--- src/design/sscc_pkg.sv ---
// ----------------------------------------------------------------------------
// sscc_pkg
// Shared constants, register indexes and controller/datapath structs for the
// Sassenfeld criterion checker.
// ----------------------------------------------------------------------------
package sscc_pkg;

  // fixed field and register widths
  localparam int unsigned ELEM_W     = 32;
  localparam int unsigned SUM_W      = 48;
  localparam int unsigned SIZE_W     = 5;
  localparam int unsigned ROW_OUT_W  = 4;
  localparam int unsigned CFG_IDX_W  = 2;
  localparam int unsigned CFG_DATA_W = 5;

  // register indexes on the configuration port
  localparam logic [CFG_IDX_W-1:0] REG_MATRIX_SIZE    = CFG_IDX_W'(0);
  localparam logic [CFG_IDX_W-1:0] REG_CRITERION_MODE = CFG_IDX_W'(1);

  // criterion modes
  localparam logic MODE_ROW        = 1'b0;
  localparam logic MODE_SASSENFELD = 1'b1;

  // register reset values
  localparam logic [SIZE_W-1:0] SIZE_RESET = SIZE_W'(16);
  localparam logic              MODE_RESET = MODE_SASSENFELD;

  // commands from the controller to the datapath
  typedef struct packed {
    logic take;       // element beat accepted, latch magnitude and read beta
    logic mul;        // form the weighted term
    logic acc;        // add term to row sum, advance column
    logic check;      // compare row sum against diagonal, track first fail
    logic div_start;  // start beta division
    logic row_done;   // store beta, clear row state, advance row
    logic emit;       // load the result register
  } ctrl_cmd_t;

  // status from the datapath to the controller
  typedef struct packed {
    logic row_end;     // current element is the last of its row
    logic last_row;    // current row is the last of the matrix
    logic sassenfeld;  // Sassenfeld mode selected
    logic pass;        // row sum below diagonal magnitude
    logic div_done;    // beta quotient ready
    logic out_free;    // result register can take a new beat
  } ctrl_status_t;

endpackage

--- src/design/sscc_if.sv ---
// ----------------------------------------------------------------------------
// sscc_if
// Valid/ready stream interfaces for matrix elements and check results.
// ----------------------------------------------------------------------------
interface sscc_elem_if;
  logic                                valid;
  logic                                ready;
  logic signed [sscc_pkg::ELEM_W-1:0]  element_value;

  modport source (output valid, output element_value, input ready);
  modport sink   (input valid, input element_value, output ready);
endinterface

interface sscc_res_if;
  logic                              valid;
  logic                              ready;
  logic                              criterion_met;
  logic [sscc_pkg::ROW_OUT_W-1:0]    failing_row;

  modport source (output valid, output criterion_met, output failing_row, input ready);
  modport sink   (input valid, input criterion_met, input failing_row, output ready);
endinterface

--- src/design/sscc_divider.sv ---
// ----------------------------------------------------------------------------
// sscc_divider
// Restoring divider, one quotient bit per cycle: floor(a * 2^FRAC_BITS / b)
// for a < b, used for the beta of a passing row.
// ----------------------------------------------------------------------------
module sscc_divider #(
  parameter int unsigned FRAC_BITS = 16
) (
  input  logic                          clk_i,
  input  logic                          rst_ni,
  input  logic                          start_i,
  input  logic [sscc_pkg::ELEM_W-1:0]   dividend_i,
  input  logic [sscc_pkg::ELEM_W-1:0]   divisor_i,
  output logic                          done_o,
  output logic [FRAC_BITS-1:0]          quotient_o
);
  import sscc_pkg::*;

  localparam int unsigned CNT_W = $clog2(FRAC_BITS + 1);
  localparam int unsigned REM_W = ELEM_W + 1;

  logic             busy_q, busy_d;
  logic             done_q, done_d;
  logic [CNT_W-1:0] cnt_q, cnt_d;
  logic [REM_W-1:0] rem_q, rem_d;
  logic [FRAC_BITS-1:0] quo_q, quo_d;

  logic [REM_W-1:0] rem_shift;
  logic             fits;

  // one restoring step
  assign rem_shift = {rem_q[ELEM_W-1:0], 1'b0};
  assign fits      = rem_shift >= {1'b0, divisor_i};

  always_comb begin
    busy_d = busy_q;
    done_d = 1'b0;
    cnt_d  = cnt_q;
    rem_d  = rem_q;
    quo_d  = quo_q;
    if (start_i) begin
      busy_d = 1'b1;
      cnt_d  = CNT_W'(FRAC_BITS);
      rem_d  = {1'b0, dividend_i};
      quo_d  = '0;
    end else if (busy_q) begin
      rem_d = fits ? (rem_shift - {1'b0, divisor_i}) : rem_shift;
      quo_d = {quo_q[FRAC_BITS-2:0], fits};
      cnt_d = cnt_q - CNT_W'(1);
      if (cnt_q == CNT_W'(1)) begin
        busy_d = 1'b0;
        done_d = 1'b1;
      end
    end
  end

  // control state
  always_ff @(posedge clk_i or negedge rst_ni) begin
    if (!rst_ni) begin
      busy_q <= 1'b0;
      done_q <= 1'b0;
      cnt_q  <= '0;
    end else begin
      busy_q <= busy_d;
      done_q <= done_d;
      cnt_q  <= cnt_d;
    end
  end

  // working registers
  always_ff @(posedge clk_i) begin
    rem_q <= rem_d;
    quo_q <= quo_d;
  end

  assign done_o     = done_q;
  assign quotient_o = quo_q;

endmodule

--- src/design/sscc_datapath.sv ---
// ----------------------------------------------------------------------------
// sscc_datapath
// Configuration registers, row/column counters, beta store, weighting
// multiplier, saturating row accumulator, row check and result register.
// ----------------------------------------------------------------------------
module sscc_datapath #(
  parameter int unsigned MAX_SIZE  = 16,
  parameter int unsigned FRAC_BITS = 16
) (
  input  logic                              clk_i,
  input  logic                              rst_ni,
  input  logic                              cfg_we_i,
  input  logic [sscc_pkg::CFG_IDX_W-1:0]    cfg_index_i,
  input  logic [sscc_pkg::CFG_DATA_W-1:0]   cfg_data_i,
  input  logic [sscc_pkg::ELEM_W-1:0]       element_value_i,
  input  logic                              res_ready_i,
  input  sscc_pkg::ctrl_cmd_t               cmd_i,
  output sscc_pkg::ctrl_status_t            status_o,
  output logic                              res_valid_o,
  output logic                              criterion_met_o,
  output logic [sscc_pkg::ROW_OUT_W-1:0]    failing_row_o
);
  import sscc_pkg::*;

  localparam int unsigned IW    = $clog2(MAX_SIZE);
  localparam int unsigned CW    = (IW > SIZE_W) ? IW : SIZE_W;
  localparam int unsigned BW    = FRAC_BITS + 1;
  localparam int unsigned PW    = ELEM_W + BW;
  localparam int unsigned TW    = PW - FRAC_BITS;
  localparam logic [BW-1:0] ONE_BETA = BW'(1) << FRAC_BITS;

  // configuration
  logic [SIZE_W-1:0] size_q;
  logic              mode_q;
  logic              restart;

  // counters and row state
  logic [IW-1:0]     row_q, col_q;
  logic [SUM_W-1:0]  sum_q;
  logic [ELEM_W-1:0] diag_q;
  logic              fail_q;
  logic [IW-1:0]     first_fail_q;
  logic              pass_q;

  // element pipeline
  logic [ELEM_W-1:0] mag_q;
  logic [BW-1:0]     beta_rd_q;
  logic              is_diag_q, weighted_q;
  logic [PW-1:0]     prod_q;

  // beta store
  logic [BW-1:0]     beta_mem [MAX_SIZE];

  // result register
  logic                 res_valid_q;
  logic                 res_met_q;
  logic [ROW_OUT_W-1:0] res_row_q;

  logic [CW-1:0]     size_ext, n_eff, last_idx;
  logic [ELEM_W-1:0] mag;
  logic [TW-1:0]     term;
  logic [SUM_W:0]    sum_wide;
  logic [SUM_W-1:0]  sum_sat;
  logic              pass;
  logic              row_end, last_row;
  logic              div_done;
  logic [FRAC_BITS-1:0] quotient;

  // size in use, clamped to 1..MAX_SIZE
  assign size_ext = CW'(size_q);
  always_comb begin
    n_eff = size_ext;
    if (size_q == '0) begin
      n_eff = CW'(1);
    end else if (size_ext > CW'(MAX_SIZE)) begin
      n_eff = CW'(MAX_SIZE);
    end
  end
  assign last_idx = n_eff - CW'(1);
  assign row_end  = CW'(col_q) == last_idx;
  assign last_row = CW'(row_q) == last_idx;

  // element magnitude, exact for the most negative value
  assign mag = element_value_i[ELEM_W-1] ? (~element_value_i + ELEM_W'(1)) : element_value_i;

  // saturating accumulate
  assign term     = prod_q[PW-1:FRAC_BITS];
  assign sum_wide = {1'b0, sum_q} + (SUM_W + 1)'(term);
  assign sum_sat  = sum_wide[SUM_W] ? '1 : sum_wide[SUM_W-1:0];

  // row criterion
  assign pass = sum_q < SUM_W'(diag_q);

  assign restart = cfg_we_i &&
                   (cfg_index_i == REG_MATRIX_SIZE || cfg_index_i == REG_CRITERION_MODE);

  // configuration registers
  always_ff @(posedge clk_i or negedge rst_ni) begin
    if (!rst_ni) begin
      size_q <= SIZE_RESET;
      mode_q <= MODE_RESET;
    end else if (cfg_we_i) begin
      case (cfg_index_i)
        REG_MATRIX_SIZE:    size_q <= cfg_data_i[SIZE_W-1:0];
        REG_CRITERION_MODE: mode_q <= cfg_data_i[0];
        default:            ;
      endcase
    end
  end

  // counters, row sum, diagonal and failure tracking
  always_ff @(posedge clk_i or negedge rst_ni) begin
    if (!rst_ni) begin
      row_q        <= '0;
      col_q        <= '0;
      sum_q        <= '0;
      diag_q       <= '0;
      fail_q       <= 1'b0;
      first_fail_q <= '0;
      pass_q       <= 1'b0;
    end else if (restart) begin
      row_q        <= '0;
      col_q        <= '0;
      sum_q        <= '0;
      diag_q       <= '0;
      fail_q       <= 1'b0;
      first_fail_q <= '0;
    end else begin
      if (cmd_i.take && col_q == row_q) begin
        diag_q <= mag;
      end
      if (cmd_i.acc) begin
        if (!is_diag_q) begin
          sum_q <= sum_sat;
        end
        if (!row_end) begin
          col_q <= col_q + IW'(1);
        end
      end
      if (cmd_i.check) begin
        pass_q <= pass;
        if (!pass && !fail_q) begin
          fail_q       <= 1'b1;
          first_fail_q <= row_q;
        end
      end
      if (cmd_i.row_done) begin
        sum_q  <= '0;
        diag_q <= '0;
        col_q  <= '0;
        if (last_row) begin
          row_q        <= '0;
          fail_q       <= 1'b0;
          first_fail_q <= '0;
        end else begin
          row_q <= row_q + IW'(1);
        end
      end
    end
  end

  // element capture and weighting multiply
  always_ff @(posedge clk_i) begin
    if (cmd_i.take) begin
      mag_q      <= mag;
      is_diag_q  <= col_q == row_q;
      weighted_q <= (col_q < row_q) && (mode_q == MODE_SASSENFELD);
    end
    if (cmd_i.mul) begin
      prod_q <= PW'(mag_q) * PW'(weighted_q ? beta_rd_q : ONE_BETA);
    end
  end

  // beta store, registered read
  always_ff @(posedge clk_i) begin
    if (cmd_i.row_done && mode_q == MODE_SASSENFELD) begin
      beta_mem[row_q] <= pass_q ? BW'(quotient) : ONE_BETA;
    end
    if (cmd_i.take) begin
      beta_rd_q <= beta_mem[col_q];
    end
  end

  sscc_divider #(
    .FRAC_BITS (FRAC_BITS)
  ) u_divider (
    .clk_i      (clk_i),
    .rst_ni     (rst_ni),
    .start_i    (cmd_i.div_start),
    .dividend_i (sum_q[ELEM_W-1:0]),
    .divisor_i  (diag_q),
    .done_o     (div_done),
    .quotient_o (quotient)
  );

  // result register
  always_ff @(posedge clk_i or negedge rst_ni) begin
    if (!rst_ni) begin
      res_valid_q <= 1'b0;
    end else if (cmd_i.emit) begin
      res_valid_q <= 1'b1;
    end else if (res_ready_i) begin
      res_valid_q <= 1'b0;
    end
  end

  always_ff @(posedge clk_i) begin
    if (cmd_i.emit) begin
      res_met_q <= !fail_q;
      res_row_q <= fail_q ? ROW_OUT_W'(first_fail_q) : '0;
    end
  end

  assign status_o.row_end    = row_end;
  assign status_o.last_row   = last_row;
  assign status_o.sassenfeld = mode_q == MODE_SASSENFELD;
  assign status_o.pass       = pass;
  assign status_o.div_done   = div_done;
  assign status_o.out_free   = !res_valid_q || res_ready_i;

  assign res_valid_o     = res_valid_q;
  assign criterion_met_o = res_met_q;
  assign failing_row_o   = res_row_q;

endmodule

--- src/design/sscc_ctrl.sv ---
// ----------------------------------------------------------------------------
// sscc_ctrl
// Sequencer for one element at a time: capture, multiply, accumulate, and at
// a row end the check, beta division for a passing Sassenfeld row and wrap-up.
// ----------------------------------------------------------------------------
module sscc_ctrl (
  input  logic                    clk_i,
  input  logic                    rst_ni,
  input  logic                    elem_valid_i,
  output logic                    elem_ready_o,
  input  sscc_pkg::ctrl_status_t  status_i,
  output sscc_pkg::ctrl_cmd_t     cmd_o
);
  import sscc_pkg::*;

  localparam logic [2:0] S_IDLE  = 3'd0;
  localparam logic [2:0] S_MUL   = 3'd1;
  localparam logic [2:0] S_ACC   = 3'd2;
  localparam logic [2:0] S_CHECK = 3'd3;
  localparam logic [2:0] S_DIV   = 3'd4;
  localparam logic [2:0] S_ROW   = 3'd5;

  logic [2:0] state_q, state_d;

  // next state and commands
  always_comb begin
    state_d = state_q;
    cmd_o   = '0;
    case (state_q)
      S_IDLE: begin
        if (elem_valid_i) begin
          cmd_o.take = 1'b1;
          state_d    = S_MUL;
        end
      end
      S_MUL: begin
        cmd_o.mul = 1'b1;
        state_d   = S_ACC;
      end
      S_ACC: begin
        cmd_o.acc = 1'b1;
        state_d   = status_i.row_end ? S_CHECK : S_IDLE;
      end
      S_CHECK: begin
        cmd_o.check = 1'b1;
        if (status_i.sassenfeld && status_i.pass) begin
          cmd_o.div_start = 1'b1;
          state_d         = S_DIV;
        end else begin
          state_d = S_ROW;
        end
      end
      S_DIV: begin
        if (status_i.div_done) begin
          state_d = S_ROW;
        end
      end
      S_ROW: begin
        // last row waits for room in the result register
        if (!status_i.last_row || status_i.out_free) begin
          cmd_o.row_done = 1'b1;
          cmd_o.emit     = status_i.last_row;
          state_d        = S_IDLE;
        end
      end
      default: begin
        state_d = S_IDLE;
      end
    endcase
  end

  always_ff @(posedge clk_i or negedge rst_ni) begin
    if (!rst_ni) begin
      state_q <= S_IDLE;
    end else begin
      state_q <= state_d;
    end
  end

  assign elem_ready_o = state_q == S_IDLE;

endmodule

--- src/design/sassenfeld_criterion_checker_top.sv ---
// ----------------------------------------------------------------------------
// sassenfeld_criterion_checker_top
// Convergence check (row criterion or Sassenfeld) on a streamed square matrix.
// ----------------------------------------------------------------------------
// Elements arrive in row-major order, one signed Q15.16 value per beat. Each
// element passes capture with beta read, multiply on the single shared
// weighting multiplier and accumulate before the next one is taken. The
// last element of a row adds the check and row wrap-up, plus the bit-serial
// beta division in Sassenfeld mode when the row passes. One result beat
// follows the last element of the matrix; the block keeps taking elements
// of the next matrix while that beat waits, and only the next matrix end
// stalls on it. A write to the size or mode register restarts the matrix.
// The beta store has no reset: betas are only read for rows already ended
// in the current matrix.
module sassenfeld_criterion_checker_top #(
  parameter int unsigned MAX_SIZE  = 16,
  parameter int unsigned FRAC_BITS = 16
) (
  input  logic                              clk_i,
  input  logic                              rst_ni,
  input  logic                              cfg_we_i,
  input  logic [sscc_pkg::CFG_IDX_W-1:0]    cfg_index_i,
  input  logic [sscc_pkg::CFG_DATA_W-1:0]   cfg_data_i,
  sscc_elem_if.sink                         elem_i,
  sscc_res_if.source                        res_o
);
  import sscc_pkg::*;

  ctrl_cmd_t    cmd;
  ctrl_status_t status;

  // sequencer
  sscc_ctrl u_ctrl (
    .clk_i        (clk_i),
    .rst_ni       (rst_ni),
    .elem_valid_i (elem_i.valid),
    .elem_ready_o (elem_i.ready),
    .status_i     (status),
    .cmd_o        (cmd)
  );

  // arithmetic and storage
  sscc_datapath #(
    .MAX_SIZE  (MAX_SIZE),
    .FRAC_BITS (FRAC_BITS)
  ) u_datapath (
    .clk_i           (clk_i),
    .rst_ni          (rst_ni),
    .cfg_we_i        (cfg_we_i),
    .cfg_index_i     (cfg_index_i),
    .cfg_data_i      (cfg_data_i),
    .element_value_i (elem_i.element_value),
    .res_ready_i     (res_o.ready),
    .cmd_i           (cmd),
    .status_o        (status),
    .res_valid_o     (res_o.valid),
    .criterion_met_o (res_o.criterion_met),
    .failing_row_o   (res_o.failing_row)
  );

  // a result beat is only produced at the end of the last row
  assert property (@(posedge clk_i) disable iff (!rst_ni)
    cmd.emit |-> (status.last_row && cmd.row_done))
    else $error("result emitted before the last row ended");

  // an accepted element keeps the input closed for the next cycle
  assert property (@(posedge clk_i) disable iff (!rst_ni)
    (elem_i.valid && elem_i.ready) |=> !elem_i.ready)
    else $error("element accepted while previous one still in work");

  // the beta division keeps the input closed
  assert property (@(posedge clk_i) disable iff (!rst_ni)
    cmd.div_start |=> (!elem_i.ready && !cmd.row_done))
    else $error("row wrapped up before the divider finished");

  // an emitted result is presented in the next cycle
  assert property (@(posedge clk_i) disable iff (!rst_ni)
    cmd.emit |=> res_o.valid)
    else $error("emitted result not presented");

endmodule

--- src/flat_wrapper.sv ---
// flat-port wrapper written by rule: the top's interface ports become plain ports
module sassenfeld_criterion_checker_top_flat import sscc_pkg::*;
#(
  parameter int unsigned MAX_SIZE  = 16,
  parameter int unsigned FRAC_BITS = 16
)
  (clk_i, rst_ni, cfg_we_i, cfg_index_i, cfg_data_i, elem_i_valid, elem_i_element_value, elem_i_ready, res_o_valid, res_o_criterion_met, res_o_failing_row, res_o_ready);
  sscc_elem_if elem_i_i ();
  sscc_res_if res_o_i ();
  input  logic clk_i;
  input  logic rst_ni;
  input  logic cfg_we_i;
  input  logic [sscc_pkg::CFG_IDX_W-1:0] cfg_index_i;
  input  logic [sscc_pkg::CFG_DATA_W-1:0] cfg_data_i;
  input wire logic [$bits(elem_i_i.valid)-1:0] elem_i_valid;
  input wire logic [$bits(elem_i_i.element_value)-1:0] elem_i_element_value;
  output wire logic [$bits(elem_i_i.ready)-1:0] elem_i_ready;
  output wire logic [$bits(res_o_i.valid)-1:0] res_o_valid;
  output wire logic [$bits(res_o_i.criterion_met)-1:0] res_o_criterion_met;
  output wire logic [$bits(res_o_i.failing_row)-1:0] res_o_failing_row;
  input wire logic [$bits(res_o_i.ready)-1:0] res_o_ready;
  assign elem_i_i.valid = elem_i_valid;
  assign elem_i_i.element_value = elem_i_element_value;
  assign elem_i_ready = elem_i_i.ready;
  assign res_o_valid = res_o_i.valid;
  assign res_o_criterion_met = res_o_i.criterion_met;
  assign res_o_failing_row = res_o_i.failing_row;
  assign res_o_i.ready = res_o_ready;
  sassenfeld_criterion_checker_top #(.MAX_SIZE(MAX_SIZE), .FRAC_BITS(FRAC_BITS)) u_core (.clk_i(clk_i), .rst_ni(rst_ni), .cfg_we_i(cfg_we_i), .cfg_index_i(cfg_index_i), .cfg_data_i(cfg_data_i), .elem_i(elem_i_i), .res_o(res_o_i));
endmodule
--- config.mk ---
export PLATFORM = sky130hd
export DESIGN_NAME = sassenfeld_criterion_checker_top_flat
export DESIGN_NICKNAME = d
export VERILOG_FILES = /design/src/design/sscc_pkg.sv /design/src/design/sscc_if.sv /design/src/design/sscc_divider.sv /design/src/design/sscc_datapath.sv /design/src/design/sscc_ctrl.sv /design/src/design/sassenfeld_criterion_checker_top.sv /design/src/flat_wrapper.sv
export SDC_FILE = /design/constraint.sdc
export NUM_CORES = 2
export LEC_CHECK = 0
export BUFFER_PORTS_ARGS = -buffer_cell sky130_fd_sc_hd__buf_2
export CAP_MARGIN = 5
export CELL_PAD_IN_SITES_DETAIL_PLACEMENT = 0
export CELL_PAD_IN_SITES_GLOBAL_PLACEMENT = 1
export CORE_MARGIN = 1.5
export CORE_UTILIZATION = 40
export DETAILED_ROUTE_END_ITERATION = 8
export PLACE_DENSITY = 0.66
export SYNTH_ARGS = -nofsm -noshare
export SYNTH_HDL_FRONTEND = slang
export SYNTH_HIERARCHICAL = 1
export SYNTH_SLANG_ARGS = --single-unit
export TNS_END_PERCENT = 10
--- constraint.sdc ---
create_clock -name clk_i -period 8.3 [get_ports clk_i]
set_clock_uncertainty 0.15 [all_clocks]
set_input_delay 1.66 -clock clk_i [delete_from_list [all_inputs] [get_ports clk_i]]
set_output_delay 1.66 -clock clk_i [all_outputs]
set_load 0.05 [all_outputs]
# After elaboration in Yosys (flattened, before gate mapping)

Memory sizes are Yosys's and may differ from the RTL's. A register that Yosys moved wholly into a read port is not among the register bits.
Index checks and enable logic that the tools add are counted.

Logic and storage cells: 138
RAM bits: 272
Memories kept: 1
Bits in registers: 247

Memories:

| memory                     | depth | width | read ports | clocked after memory_dff | wr ports | line                | text |
|---|---|---|---|---|---|---|---|
| u_core.u_datapath.beta_mem | 16    | 17    | 1          | 1                        | 1        | sscc_datapath.sv:52 | `logic [BW-1:0] beta_mem [MAX_SIZE];` |

Reduce and logical (&&, ||, !) cells: 27
Order comparisons: 4
Muxes and demuxes: 59
Equality and inequality tests: 15
Add/subtract/negate cells: 7
Multiply operators: 1
Bitwise logic cells: 2

Operators by type and width:

| operator                                                           | count |
|---|---|
| 48-bit 2-to-1 mux                                                  | 5 |
| 32-bit 2-to-1 mux                                                  | 7 |
| 48-bit by 33-bit adder with 49-bit output                          | 1 |
| 32-bit by 17-bit multiplier with 49-bit output                     | 1 |
| 48-bit by 32-bit < comparator with 1-bit output                    | 1 |
| 4-bit 2-to-1 mux                                                   | 12 |
| 17-bit 2-to-1 mux                                                  | 2 |
| 33-bit by 32-bit >= comparator with 1-bit output                   | 1 |
| 32-bit by 1-bit adder with 32-bit output, second input constant    | 1 |
| 32-bit NOT                                                         | 1 |
| 32-bit subtractor                                                  | 1 |
| 1-bit 2-to-1 mux                                                   | 21 |
| 5-bit 2-to-1 mux                                                   | 4 |
| 3-bit one-hot mux with 6 select lines                              | 1 |
| 4-bit by 5-bit == test with 1-bit output                           | 2 |
| 2-bit AND reduction                                                | 5 |
| 5-bit by 1-bit subtractor with 5-bit output, second input constant | 2 |
| 3-bit 2-to-1 mux                                                   | 3 |
| 4-bit by 1-bit adder with 4-bit output, second input constant      | 2 |
| 2-bit 2-to-1 mux                                                   | 4 |
| 3-bit by 2-bit == test with 1-bit output, second input constant    | 2 |
| 3-bit == test, second input constant                               | 2 |
| 1-bit logical AND                                                  | 6 |
| 2-bit inequality test, second input constant                       | 3 |
| 16 further kinds                                                   | 25 |

# Depth between registers and ports, before layout

Depth after elaboration: 12
Mapped depth: 26
Gate-level depth less buffers: 23

# By module

The synthesis kept the hierarchy.

By module, submodules not included:

| module        | seq. area each (um^2) | area an instance (um^2) | instances | cells an instance |
|---|---|---|---|---|
| sscc_datapath | 13370.3               | 37976.4                 | 1         | 3543 |
| sscc_divider  | 1456.4                | 4310.4                  | 1         | 505 |
| sscc_ctrl     | 75.1                  | 272.8                   | 1         | 32 |

# Worst setup path after synthesis

Ideal clock, no wire load.

Path type: register to register
Start: register u_core.u_datapath.weighted_q
End: register u_core.u_datapath.prod_q[47] (data pin)
Data arrival time: 6.484 ns
Clock period less this slack: 6.892 ns
Stages on the path, launching flop included: 25
Data required time: 7.892 ns
Buffers on the path: 3
Setup time: 0.258 ns
Path slack: 1.408 ns
Cells stage by stage: edfxtp_1 -> clkbuf_1 -> clkbuf_1 -> clkbuf_1 -> and3_1 -> fa_1 -> inv_1 -> fa_1 -> inv_1 -> ha_1 -> fa_1 -> inv_1 -> fa_1 -> fa_1 -> inv_1 -> ha_1 -> nand4_1 -> or4_1 -> o211a_1 -> a2111o_1 -> o211ai_2 -> a41oi_2 -> o31ai_1 -> a21oi_1 -> xnor2_1

Word-level cells in the longest chain between the ends: 2

Ends and longest elaborated chain:

| item                                           | line                 | text |
|---|---|---|
| start, declared                                | sscc_datapath.sv:48  | `logic is_diag_q, weighted_q;` |
| start signal, assigned                         | sscc_datapath.sv:167 | `weighted_q <= (col_q < row_q) && (mode_q == MODE_SASSENFELD);` |
| 17-bit 2-to-1 mux                              | sscc_datapath.sv:170 | `prod_q <= PW'(mag_q) * PW'(weighted_q ? beta_rd_q : ONE_BETA);` |
| 32-bit by 17-bit multiplier with 49-bit output | sscc_datapath.sv:170 |  |
| end signal, assigned                           | sscc_datapath.sv:170 |  |
| end, declared                                  | sscc_datapath.sv:49  | `logic [PW-1:0] prod_q;` |

No other way between the ends.
A chain may end at the register's enable or synchronous reset.

# Worst setup path after layout

Start: register u_core.u_datapath.weighted_q
End: register u_core.u_datapath.prod_q[48] (data pin)

The elaborated chain is that of the path after synthesis.

==> out/results.tsv <==
stage	metric	value	unit
cells_and_area	syn2layout_area_growth	9.33	%
worst_setup_path	r2r.worst_path.cells	24	
hold_path	worstHoldPathType	reg2reg	
place	dpl-instance-area	0.0446	mm2
sta	finalCritPeriodShare	0.956	
sta	period_minus_slack	7.94	ns
place	dp_slack	0.0963	ns
yosys	syn_nets	4803	
sta	worst_pin_slew	1.10	ns
worst_setup_path	critPathLaunchType	register	
route	wire_per_inst	23.1	um
global_route	grt_usage	0.240	
sta	report.final.slew_viol_count	0	
worst_setup_path	crit_arrival	8.12	ns
sta	setup_viol_count_final	0	
yosys	synth_seq_cells	520	
flow_run	drv_cap	0	
clock_tree	numClockSinks	520	
route	drc	0	
sta	finalHoldViolations	0	
clock_tree	cts.path.max_buffers	3	
yosys	synth_top_area_frac	0.277	
cells_and_area	layout.nets	4800	
cells_and_area	layout_common_cells	inv_1 (605), nand2_1 (485), fa_1 (449), edfxtp_1 (393), ha_1 (230)	
route	vias_per_cell	5.46	
clock_tree	hold_buffers	0	
place	globalplace.congestion	0.920	
status	status	complete, no violations	
yosys	synth_ff_type	edfxtp_1	
floorplanning	boundaryPins	51	
cells_and_area	drive_above_1_share	0.0848	
global_route	grt_pass1_vias	31300	
route	drt_iter0_drc	2113	
route	dr_total_vias	30100	
yosys	synth_area_leader_cell	edfxtp_1	
floorplanning	die_h	329	um
sta	tns	0	ns
worst_setup_path	path_max_fanout	26	
place	io_buffer_count	50	
hold_path	worstHoldEndpoint	u_core/u_datapath/u_divider/quotient_o[15]	
yosys	postSynthCellCount	4080	
global_route	grt_first_pass_wirelength	196000	um
floorplanning	rows	119	
floorplanning	die_w	329	um
yosys	synth_edf_count	393	
yosys	yosys-top-cells-area	edfxtp_1 (28%), fa_1 (21%), ha_1 (6.8%), dfrtp_1 (6.4%), inv_1 (5.3%)	
sta	setup_ws	0.363	ns
yosys	ys_seq_area_frac	0.350	
route	drt_wl_total	128000	um
worst_setup_path	cp-end-kind	register	
global_route	antenna_found_initial	9	
floorplanning	die_area	0.108	mm2
clock_tree	cts.clk_slew.worst_paths	0.06	ns
yosys	avgSynthCellArea	10.4	um2
sta	timing.fmax	126	MHz
place	dp_cells	5407	
worst_setup_path	worst-setup-path-type	reg2reg	
cells_and_area	design_area	0.0465	mm2
worst_setup_path	timing.rr.end	u_core/u_datapath/prod_q[48]	
yosys	synthDistinctLibCells	92	
global_route	grt_overflow	0	
clock_tree	cts_buffers	58	
clock_tree	insertion_delay	0.67	ns
yosys	yosysWarnings	6	
yosys	syn_area	0.0426	mm2
yosys	async_reset_ff_frac	0.213	
clock_tree	cts_tree	built	
route	drt_pass1_iterations	5	
cells_and_area	final_common_cell	inv_1	
cells_and_area	stdcell_count	5519	
route	detail-route-antenna-nets	0	
place	dp_hpwl	94900	um
sta	slew_headroom	0.262	
hold_path	holdCritStartpoint	u_core/u_datapath/u_divider/quotient_o[15]	
clock_tree	cts_root_buffer	clkbuf_16	
worst_setup_path	r2r_slack	0.36	ns
hold_path	hold_depth	2	
floorplanning	initial_utilization	0.404	
sta	rsz0062_at_grt	no	
worst_setup_path	crit_required	8.49	ns
worst_setup_path	worstReg2RegStart	u_core/u_datapath/weighted_q	
global_route	grt_start_max_net_pins	64	
floorplanning	core-area	0.105	mm2
clock_tree	htreeDepth	2	
-- repair_timing --
action,CTS,global route
buffers inserted,0,1
resized for setup,0,2
setup endpoints to repair,0,11
-- synth_stat cells (all sizes together), types with 8 or more instances --
| library cell | number |
|---|---|
| inv | 605 |
| nand2 | 486 |
| fa | 449 |
| edfxtp | 393 |
| ha | 230 |
| and3 | 225 |
| nor2 | 186 |
| clkbuf | 184 |
| a21oi | 171 |
| o21ai | 146 |
| dfrtp | 109 |
| mux2i | 99 |
| and2 | 77 |
| xnor2 | 76 |
| a21o | 51 |
| a31oi | 50 |
| xor2 | 49 |
| mux4 | 34 |
| nand4 | 34 |
| nand3 | 32 |
| nor3 | 31 |
| buf | 27 |
| a211oi | 23 |
| nand2b | 22 |
| o31ai | 22 |
| a221oi | 20 |
| nor2b | 18 |
| o211ai | 18 |
| a22oi | 17 |
| dfxtp | 16 |
| mux2 | 16 |
| o21bai | 15 |
| o21a | 14 |
| nor4 | 11 |
| or4 | 11 |
| or2 | 8 |
| or3 | 8 |
-- critical path: stages, from the launching register on --
cell and delay [ns]:
edfxtp_1 0.38, buf_12 0.15, buf_4 0.19, and2_1 0.14, buf_4 0.37, nand2_1 0.15, fa_1 0.55, fa_1 0.52
fa_1 0.52, inv_1 0.06, fa_1 0.50, fa_1 0.49, inv_1 0.05, fa_1 0.56, inv_1 0.06, ha_1 0.34
a21oi_1 0.23, o21a_1 0.17, o21a_1 0.13, o21ai_0 0.12, or3b_2 0.46, a31oi_1 0.52, o211ai_1 0.30, a221oi_1 0.39
xnor2_1 0.10
-- layout make-up --
type                       instances  area [um2]
clock inverter                    28         332
timing repair buffer             148        1030
sequential                       520       14900
inverter                         605        2270
multi-input combinational       2744       24600
clock buffer                      81        1620
antenna                            2        5.00
tap                             1391        1740
fill                           10200       58900
-- registers in the layout, indices dropped and copies added, names as in the netlist, 5 cells and up --
register and flops:
u_core/u_datapath/beta_mem 272, u_core/u_datapath/sum_q 48, u_core/u_datapath/prod_q 33, u_core/u_datapath/diag_q 32
u_core/u_datapath/mag_q 32, u_core/u_datapath/u_divider/rem_q 32, u_core/u_datapath/beta_rd_q 17, u_core/u_datapath/u_divider/quotient_o 16
u_core/u_datapath/size_ext 5, u_core/u_datapath/u_divider/cnt_q 5
-- routing by layer --
layer	global-route usage	vias up	share of wire	routed length (um)
li1	-	13700	-	-
met4	0.0861	8	0.038	4880
met3	0.0250	210	0.045	5740
met5	0	-	0.00044	56
met1	0.313	15400	0.42	53300
met2	0.415	736	0.50	63700
-- worst max path at each step --
stage / start / to
floorplan: u_core/u_datapath/weighted_q / u_core/u_datapath/prod_q[47]
global placement: u_core/u_datapath/weighted_q / u_core/u_datapath/prod_q[48]
detailed placement: u_core/u_datapath/weighted_q / u_core/u_datapath/prod_q[48]
CTS: u_core/u_datapath/weighted_q / u_core/u_datapath/prod_q[48]
global route: u_core/u_datapath/weighted_q / u_core/u_datapath/prod_q[48]
finish: u_core/u_datapath/weighted_q / u_core/u_datapath/prod_q[48]
-- stage by stage --
stage                     hold WS, ns  utilization
after floorplan                 0.302            -
after global placement          0.322        0.423
after detailed placement        0.332        0.423
after CTS                       0.347        0.441
after global routing            0.388        0.441
final                           0.347        0.441
-- kinds of logic after synthesis --
kind of cell             share of synthesized area
AND/OR/NAND/NOR                              0.134
buffers and inverters                       0.0733
adder cells (fa/ha/maj)                      0.279
AO/OA/AOI/OAI                               0.0925
flip-flops                                   0.350
multiplexers                                0.0455
XOR/XNOR                                    0.0257
Power is not shown: default switching activity piles up to over one toggle a cycle in this logic, so the estimate is an artifact.
